--- config.mk ---
export PLATFORM = sky130hd
export DESIGN_NAME = url_percent_decoder
export DESIGN_NICKNAME = d
export VERILOG_FILES = /design/src/sv/upd_pkg.sv /design/src/sv/url_percent_decoder.sv
export SDC_FILE = /design/constraint.sdc
export NUM_CORES = 1
export LEC_CHECK = 0
export ABC_CLOCK_PERIOD_IN_PS = 5600
export BUFFER_PORTS_ARGS = -buffer_cell sky130_fd_sc_hd__buf_2
export CAP_MARGIN = 20
export CORE_MARGIN = 5
export CORE_UTILIZATION = 50
export CTS_CLUSTER_SIZE = 28
export DETAILED_ROUTE_END_ITERATION = 8
export GPL_TIMING_DRIVEN = 0
export HOLD_SLACK_MARGIN = 0.06
export PLACE_DENSITY = 0.67
export RECOVER_POWER = 100
export SLEW_MARGIN = 20
export SYNTH_ARGS = -nofsm -noshare
export SYNTH_HDL_FRONTEND = slang
export SYNTH_SLANG_ARGS = --single-unit
--- constraint.sdc ---
create_clock -name clk -period 5.6 [get_ports clk]
set_clock_uncertainty 0.2 [all_clocks]
set_input_delay 1.12 -clock clk [delete_from_list [all_inputs] [get_ports clk]]
set_output_delay 1.12 -clock clk [all_outputs]
set_load 0.1 [all_outputs]
--- src/sv/upd_pkg.sv ---
// Shared types, character codes and hex helpers for the URL percent decoder.
package upd_pkg;

  localparam logic [7:0] CHAR_PCT  = 8'h25;
  localparam logic [7:0] CHAR_ZERO = 8'h30;
  localparam logic [7:0] CHAR_NINE = 8'h39;
  localparam logic [7:0] CHAR_UA   = 8'h41;
  localparam logic [7:0] CHAR_UF   = 8'h46;
  localparam logic [7:0] CHAR_LA   = 8'h61;
  localparam logic [7:0] CHAR_LF   = 8'h66;
  localparam logic [7:0] CASE_MASK = 8'hdf;
  localparam logic [7:0] HEX_TEN   = 8'd10;

  localparam logic [1:0] STATUS_OK      = 2'd0;
  localparam logic [1:0] STATUS_BAD_NUL = 2'd1;
  localparam logic [1:0] STATUS_BAD_ESC = 2'd2;

  typedef struct packed {
    logic [7:0] out_byte;
    logic       has_byte;
    logic       last;
    logic [1:0] status;
  } res_t;

  function automatic logic is_hex(input logic [7:0] c);
    is_hex = (c >= CHAR_ZERO && c <= CHAR_NINE) || (c >= CHAR_UA && c <= CHAR_UF) ||
             (c >= CHAR_LA && c <= CHAR_LF);
  endfunction

  function automatic logic [3:0] hex_val(input logic [7:0] c);
    logic [7:0] t;
    if (c >= CHAR_UA) begin
      t = (c & CASE_MASK) - CHAR_UA + HEX_TEN;
    end else begin
      t = c - CHAR_ZERO;
    end
    hex_val = t[3:0];
  endfunction

endpackage

--- src/sv/url_percent_decoder.sv ---
// URL percent decoder: input register, decode logic and an output word queue.
//
//   channel | handshake           | words
//   in      | in_valid / in_stall | in_byte, end_of_string
//   out     | out_valid/out_stall | out_byte, has_byte, last, status
//
// One input word is taken per cycle unless in_stall is high; each produces
// zero to three output words. An input word waits in the input register, then
// its results enter a four-word queue whose head drives the outputs.
// The input register holds while the queue lacks room for three words.
// rst is synchronous and empties both the input register and the queue.
module url_percent_decoder
  import upd_pkg::*;
(
  input  logic       clk,
  input  logic       rst,
  input  logic       in_valid,
  output logic       in_stall,
  input  logic [7:0] in_byte,
  input  logic       end_of_string,
  output logic       out_valid,
  input  logic       out_stall,
  output logic [7:0] out_byte,
  output logic       has_byte,
  output logic       last,
  output logic [1:0] status
);

  typedef enum logic [1:0] {PH_IDLE, PH_PCT, PH_DIGIT} phase_t;

  localparam int Depth = 4;

  phase_t     phase, phase_next;
  logic [7:0] held_digit, held_digit_next;
  logic       bad_escape_seen, bad_escape_seen_next;
  logic       bad_path_seen, bad_path_seen_next;

  logic       in_full;
  logic [7:0] in_byte_r;
  logic       in_end_r;

  res_t       slots [Depth];
  res_t       slots_next [Depth];
  logic [2:0] count, count_next;

  res_t       res [3];
  logic [1:0] nres;
  logic       pop, proc, accept, is_end;
  logic [2:0] base;
  logic [2:0] widx;
  logic [7:0] dec_val;

  assign pop      = (count != 3'd0) && !out_stall;
  assign base     = count - {2'b0, pop};
  assign proc     = in_full && (base <= 3'd1);
  assign in_stall = in_full && !proc;
  assign accept   = in_valid && !in_stall;
  assign is_end   = in_end_r || (in_byte_r == 8'd0);
  assign dec_val  = {hex_val(held_digit), hex_val(in_byte_r)};

  function automatic res_t byte_res(input logic [7:0] b);
    byte_res = '{out_byte: b, has_byte: 1'b1, last: 1'b0, status: STATUS_OK};
  endfunction

  always_comb begin
    logic flushed;
    flushed              = 1'b0;
    res[0]               = byte_res(CHAR_PCT);
    res[1]               = byte_res(held_digit);
    res[2]               = byte_res(in_byte_r);
    nres                 = 2'd0;
    phase_next           = phase;
    held_digit_next      = held_digit;
    bad_escape_seen_next = bad_escape_seen;
    bad_path_seen_next   = bad_path_seen;
    if (is_end) begin
      if (phase == PH_PCT || phase == PH_DIGIT) begin
        flushed = 1'b1;
        nres    = (phase == PH_DIGIT) ? 2'd2 : 2'd1;
      end
      res[nres] = '{out_byte: 8'd0, has_byte: 1'b0, last: 1'b1,
                    status: (bad_escape_seen || flushed) ? STATUS_BAD_ESC :
                            (bad_path_seen ? STATUS_BAD_NUL : STATUS_OK)};
      nres                 = nres + 2'd1;
      phase_next           = PH_IDLE;
      held_digit_next      = 8'd0;
      bad_escape_seen_next = 1'b0;
      bad_path_seen_next   = 1'b0;
    end else begin
      unique case (phase)
        PH_PCT, PH_DIGIT: begin
          if (is_hex(in_byte_r)) begin
            if (phase == PH_PCT) begin
              held_digit_next = in_byte_r;
              phase_next      = PH_DIGIT;
            end else begin
              res[0]          = byte_res(dec_val);
              nres            = 2'd1;
              phase_next      = PH_IDLE;
              held_digit_next = 8'd0;
              if (dec_val == 8'd0) begin
                bad_path_seen_next = 1'b1;
              end
            end
          end else begin
            bad_escape_seen_next = 1'b1;
            held_digit_next      = 8'd0;
            nres                 = (phase == PH_DIGIT) ? 2'd2 : 2'd1;
            res[nres]            = byte_res(in_byte_r);
            if (in_byte_r == CHAR_PCT) begin
              phase_next = PH_PCT;
            end else begin
              phase_next = PH_IDLE;
              nres       = nres + 2'd1;
            end
          end
        end
        default: begin
          res[0] = byte_res(in_byte_r);
          if (in_byte_r == CHAR_PCT) begin
            phase_next = PH_PCT;
          end else begin
            phase_next = PH_IDLE;
            nres       = 2'd1;
          end
        end
      endcase
    end
  end

  always_comb begin
    for (int i = 0; i < Depth; i++) begin
      slots_next[i] = slots[i];
      if (pop && i < Depth - 1) begin
        slots_next[i] = slots[i + 1];
      end
    end
    widx       = base;
    count_next = base;
    if (proc) begin
      for (int j = 0; j < 3; j++) begin
        widx = base + 3'(j);
        if (2'(j) < nres) begin
          slots_next[widx[1:0]] = res[j];
        end
      end
      count_next = base + {1'b0, nres};
    end
  end

  always_ff @(posedge clk) begin
    if (rst) begin
      in_full         <= 1'b0;
      count           <= 3'd0;
      phase           <= PH_IDLE;
      held_digit      <= 8'd0;
      bad_escape_seen <= 1'b0;
      bad_path_seen   <= 1'b0;
    end else begin
      count <= count_next;
      if (accept) begin
        in_full <= 1'b1;
      end else if (proc) begin
        in_full <= 1'b0;
      end
      if (proc) begin
        phase           <= phase_next;
        held_digit      <= held_digit_next;
        bad_escape_seen <= bad_escape_seen_next;
        bad_path_seen   <= bad_path_seen_next;
      end
    end
    if (accept) begin
      in_byte_r <= in_byte;
      in_end_r  <= end_of_string;
    end
    slots <= slots_next;
  end

  assign out_valid = (count != 3'd0);
  assign out_byte  = slots[0].out_byte;
  assign has_byte  = slots[0].has_byte;
  assign last      = slots[0].last;
  assign status    = slots[0].status;

`ifndef SYNTHESIS
  a_count_bound: assert property (@(posedge clk) disable iff (rst)
    count <= 3'(Depth))
    else $error("output queue count exceeds its depth");

  a_push_shows: assert property (@(posedge clk) disable iff (rst)
    proc && nres != 2'd0 |=> out_valid)
    else $error("results pushed but no output word valid");

  a_end_clears: assert property (@(posedge clk) disable iff (rst)
    proc && is_end |=> phase == PH_IDLE && !bad_escape_seen && !bad_path_seen)
    else $error("state not cleared after end of string");

  a_end_last: assert property (@(posedge clk) disable iff (rst)
    proc && is_end |-> res[nres - 2'd1].last)
    else $error("end of string did not produce a last word");
`endif

endmodule
==> results of run 1 <==
[how the worst max path moves through the flow]
| stage | startpoint | endpoint | slack, ps | cells after the start |
|---|---|---|---|---|
| after floorplan | count[2] | in_stall | 280 | 9 |
| after global placement | out_stall | slots[9] | -160 | 12 |
| after detailed placement | out_stall | slots[8] | 280 | 12 |
| after CTS | out_stall | in_stall | 550 | 10 |
| after global routing | out_stall | slots[2] | 200 | 14 |
| final | out_stall | out_byte[2] | 350 | 12 |
[power by group through the flow]
stage          combinational, W  sequential (W)  clock [W]
2_1_floorplan           0.00133        0.000866          0
3_3_place_gp            0.00166        0.000846          0
3_5_place_dp            0.00169        0.000850          0
4_1_cts                 0.00169        0.000839   0.000434
5_1_grt                 0.00184        0.000861   0.000460
6_report                0.00169        0.000839   0.000431
[per-layer routing]
| layer | vias to the layer above | GRT usage (%) |
|---|---|---|
| met3 | 35 | 4.74 |
| met2 | 203 | 43.1 |
| met4 | 0 | 9.83 |
| met1 | 2208 | 35.0 |
| met5 | - | 0 |
| li1 | 2195 | - |
[through the flow]
step	hold WS (ps)	setup slack (ps)	utilization, %	cells	instance area [um^2]
after floorplan	236	284	-	569	4910
after global placement	251	-157	53.8	728	5210
after detailed placement	254	277	53.8	728	5210
after CTS	265	554	55.9	744	5410
after global routing	293	197	55.7	744	5390
final	263	346	55.7	744	5390
[cells by family after synthesis]
family | after synthesis
AO/OA/AOI/OAI | 170
adder cells (fa/ha/maj) | 16
flip-flops | 73
AND/OR/NAND/NOR | 197
buffers and inverters | 73
XOR/XNOR | 5
multiplexers | 35
[sequential cells by signal, indices dropped and copies added (netlist names)]
name	flops
count	3
bad_escape_seen	1
last	1
has_byte	1
phase	2
in_end_r	1
out_byte	8
in_full	1
held_digit	8
in_byte_r	8
status	2
slots	36
bad_path_seen	1
[worst max-delay path: stages]
cell and delay (ps):
buf_2 90, nand2b_1 150, clkbuf_1 160, inv_1 340, clkbuf_1 500, ha_1 270
ha_1 120, clkbuf_1 410, nand3_1 520, nor3_1 730, clkbuf_1 480, mux2_2 400
[placed cells by master (no fill, tap or decap), drive strengths merged, types with 5 or more instances in the layout]
cell / count
a21o: 5
a21oi: 27
a22oi: 19
a31oi: 9
a32oi: 10
and2: 7
buf: 38
clkbuf: 51
dfxtp: 52
edfxtp: 21
ha: 15
inv: 25
mux2: 8
mux2i: 27
nand2: 70
nand2b: 5
nand3: 18
nor2: 50
nor3: 14
nor3b: 5
nor4: 6
o21ai: 21
o221ai: 18
o22ai: 6
o31a: 5
[cell usage after synthesis (4+ instances only)]
cell type and n:
clkbuf_1 17, ha_1 15, a22oi_1 19, o22ai_1 6, inv_1 23, buf_2 11
nor2_1 48, a31oi_1 7, nor4_1 4, and2_1 7, mux2i_1 27, a21o_1 5
dfxtp_1 52, o21ai_0 16, o211ai_1 4, buf_4 13, nor3_1 13, o31a_1 5
a31o_2 4, edfxtp_1 21, a211o_1 4, a2bb2oi_1 4, o221ai_1 18, mux2_2 8
nand2b_1 5, a32oi_1 10, nand2_1 70, o31ai_1 4, nand3_1 17, o21a_1 4
nor3b_1 5, a21oi_1 26
[final cells by class]
type,count,area (um^2)
Buffer,48,262
Clock buffer,15,199
Clock inverter,1,5.00
Fill cell,928,4290
Inverter,25,96.3
Multi-Input combinational cell,423,2880
Sequential cell,73,1670
Tap cell,133,166
Timing Repair Buffer,26,114
==> flow_summary.ini, run 1 <==
[synthesis]
synth_edf_count = 21
synth_async_sr_flop_share_pct = 0
synth_top_family_by_area = compound AO/OA/AOI/OAI gates
syn_area_um2 = 4910
synth_top_area_share_pct = 21.2
ys_ff_latch = 73
synth_area_leaders = dfxtp_1, edfxtp_1, mux2i_1
syn-num-nets = 598
synthSimpleGateAreaFrac_pct = 19.7
synthXorXnorAreaFrac_pct = 0.891
synth_compound_area_share_pct = 26.4
synth_fa_ha_area_share_pct = 4.23
synth.distinct_cells = 81
synth_area_leader_cell = dfxtp_1
syn_avg_cell_area_um2 = 8.63
yosysSeqAreaShare_pct = 34.0
synth_ff_type = dfxtp_1
syn_inst = 569
synthMuxAreaShare_pct = 7.34
yosysWarnings = 0

[global_routing]
grt_max_degree = 22
gr-total-overflow = 0
antenna_found_initial = 0
grt_pass1_wl_mm = 24.3
grt_pass1_vias = 4539
grt.total_usage_pct = 26.5

[sta]
finalCritPeriodShare_pct = 93.8
fin_crit_ps = 5250
hold_viol = 0
worst_slew_pin_slew_ps = 1170
max_freq_mhz = 190
slew_viol_final = 0
finalSetupViolations = 0
fin_setup_tns_ps = 0
grt_setup_unrepaired = false
slew_headroom_pct = 22.3

[cts]
cts_setup_buffers = 0
cts_buffers = 9
root_buffer = clkbuf_8
h-tree-depth = 3
clk_pin_slew_ps = 80
cts_resized = 0
cts_tree = built
clockBufferDepth = 2
numClockSinks = 73
postCtsHoldBufs = 0
insertion_delay_ps = 360

[drt]
met3_length_mm = 1.03
wl_met2_mm = 7.01
ant_nets = 0
vias = 4641
viasPerCell = 6.24
top_layer = met4
wl_mm = 15.1
drc_errors = 0
wl_per_cell_um = 20.3
dr.pass1.iters = 5
drtIter0Drc = 355
wl_met1_mm = 6.71

[min_path]
holdCritPathClass = reg -> reg
min_to = slots[12]
holdCritStartpoint = slots[12]
hold_depth = 2

[die]
initial_core_util_pct = 50.7
fp-row-count = 36
num_io_pins = 27
die-area_um2 = 11900
core_um2 = 9680
dieHeight_um = 109
die_w_um = 109

[final_layout]
antennaDiodeCount = 0
finalNetCount = 635
area_growth_pct = 9.76
drive_gt1_share_pct = 13.9

[placement]
place_hpwl_mm = 11.4
port_buffers = 26
gp_congestion = 0.971

[power]
p_per_area_nw_per_um2 = 550
power_leakage_nw = 2.07
power.internal_w = 0.00152
finalPower_w = 0.00296
switching_share_pct = 48.6
clkPwrFrac_pct = 14.5
pwr-share-seq_pct = 28.3
comb_power_share_pct = 57.1
power_switching_w = 0.00144
peakVddDrop_v = 0.000245

[worst_setup_path]
arrival_ps = 5300
required_ps = 5650
crit_type = in -> reg
crit_path_end_kind = register
crit_fanout = 10
r2r-end = out_byte[2]
reg2reg_slack_ps = 540
r2r_cells = 12
r2r_start = count[2]
startpoint_type = input pin

[job]
cap_violations = 0

[status]
status = complete, no violations
Note: power is estimated with default switching activity, not from simulation.
==> run 2: changes to the inputs <==
RECOVER_POWER = 50   (was 100)
==> run 2 against run 1 <==
Register-to-register slack gained 130 ps. Critical path depth down 2. Maximum frequency increased by 1.2%. Clock power is essentially flat. Flip-flop and latch count unchanged. Clock-buffer cell count unchanged. Core utilization barely moved. Highest routed layer unchanged. Critical path type is now in -> out. Die area is the same.
==> flow_summary.ini, run 2 (synthesis results as in run 1) <==
[final_layout]
n_fill_cell = 928
finalNetCount = 635
largest_reg_flops = 36
drive_gt1_share_pct = 14.1
fin_area_um2 = 5400
final_cell_mix = nand2_1, dfxtp_1, nor2_1, clkbuf_1, mux2i_1
antennaDiodeCount = 0
final_common_cell = nand2_1
final_util_pct = 55.7
registers.top_by_ff_count = slots
area_growth_pct = 9.83

[worst_setup_path]
slowest_stage = clkbuf_1
reg2reg_slack_ps = 670
slowest_delay_ps = 500
worstPathCellList = buf_2 > nand2b_1 > clkbuf_1 > inv_1 > clkbuf_1 > ha_1 > ha_1 > clkbuf_1 > a21boi_1 > buf_2
crit_family = buffers and inverters
arrival_ps = 3870
crit_start = out_stall
crit_type = in -> out
r2r-end = count[2]
startpoint_type = input pin
crit_fanout = 10
r2r_start = count[2]
required_ps = 4280
cp_common_cell = clkbuf_1
r2r_cells = 14
crit_buf_inv = 6
crit_path_end_kind = output port

[cts]
numClockSinks = 73
h-tree-depth = 3
cts_tree = built
postCtsHoldBufs = 0
clockBufferDepth = 2
cts_resized = 0
clk_pin_slew_ps = 80
cts_buffers = 9
root_buffer = clkbuf_8
insertion_delay_ps = 360
cts_setup_buffers = 0

[drt]
wl_per_cell_um = 20.3
wl_mm = 15.1
drc_errors = 0
ant_nets = 0
dr.pass1.iters = 5
drtIter0Drc = 355
vias = 4637
viasPerCell = 6.23

[sta]
fin_crit_ps = 5190
slew_viol_final = 0
grt_setup_unrepaired = false
slew_headroom_pct = 22.3
finalCritPeriodShare_pct = 92.7
worst_slew_pin_slew_ps = 1170
finalSetupViolations = 0
hold_viol = 0
fin_hold_ws_ps = 263
max_freq_mhz = 193
layout_setup_ws_ps = 408

[global_routing]
met1_usage_pct = 35.0
gr-total-overflow = 0
grt_pass1_wl_mm = 24.3
grt_pass1_vias = 4539
grtUsageMet2_pct = 43.1
use_met3_pct = 4.74
grt_max_degree = 22
antenna_found_initial = 0
grt.total_usage_pct = 26.5
busiest_layer = met2

[die]
die_w_um = 109
core_um2 = 9680
num_io_pins = 27
dieHeight_um = 109
die-area_um2 = 11900
fp-row-count = 36
initial_core_util_pct = 50.7

[placement]
place_hpwl_mm = 11.4
place_ws_ps = 277
placed_cell_area_um2 = 5210
port_buffers = 26
gp_congestion = 0.971

[job]
cap_violations = 0

[min_path]
holdCritPathClass = reg -> reg
holdCritStartpoint = slots[12]
hold_depth = 2
min_to = slots[12]

[power]
power_leakage_nw = 2.08
peakVddDrop_v = 0.000245
p_per_area_nw_per_um2 = 550

[status]
status = complete, no violations
==> run 2: cell types whose count changed in the layout (fill, tap and decap cells not counted), sizes merged <==
cell,previous run,this run
clkbuf,51,48
buf,38,41
==> run 2: cell type report <==
class,count,area (um^2),share of cell area [%]
clock buffer,15,199,3.69
sequential,73,1670,31.0
inverter,25,96.3,1.79
buffer,48,265,4.92
tap,133,166,3.08
timing repair buffer,26,114,2.11
multi-input combinational,423,2880,53.3
clock inverter,1,5.00,0.0928
==> run 2: worst max-delay path by stage <==
stage	slack, ps	cells after the start	end
2_1_floorplan	280	9	in_stall
3_3_place_gp	-160	12	slots[9]
3_5_place_dp	280	12	slots[8]
4_1_cts	550	10	in_stall
5_1_grt	200	14	slots[2]
6_report	410	10	in_stall
==> run 2: layer usage <==
| layer | share of wire, % | wire length, um |
|---|---|---|
| met1 | 44 | 6640 |
| met2 | 46 | 6980 |
| met3 | 7.1 | 1080 |
| met4 | 2.4 | 364 |
| met5 | 0 | 0 |
==> run 2: worst reg2reg max path: stages (launching register included) <==
cell	delay (ps)
dfxtp_1	320
or3_1	390
nand2b_1	110
clkbuf_1	230
inv_1	260
clkbuf_1	350
ha_1	300
ha_1	270
clkbuf_1	390
nand3_1	520
inv_1	200
clkbuf_1	420
clkbuf_1	590
nand2_1	160
a21oi_1	160
==> run 2: report_power, final <==
group | total [W] | internal [W] | leakage (nW) | switching [W]
registers | 0.000839 | 0.000752 | 0.630 | 0.0000871
logic | 0.00169 | 0.000548 | 1.35 | 0.00115
clock network | 0.000431 | 0.000227 | 0.104 | 0.000203
total | 0.00296 | 0.00153 | 2.08 | 0.00144
==> run 2: metrics by stage <==
stage	instances	power, W	TNS, ps
final	744	0.00296	0
after global routing	744	0.00316	0
after CTS	744	0.00297	0
after detailed placement	728	0.00254	0
after global placement	728	0.00251	-2240
after floorplan	569	0.00219	0
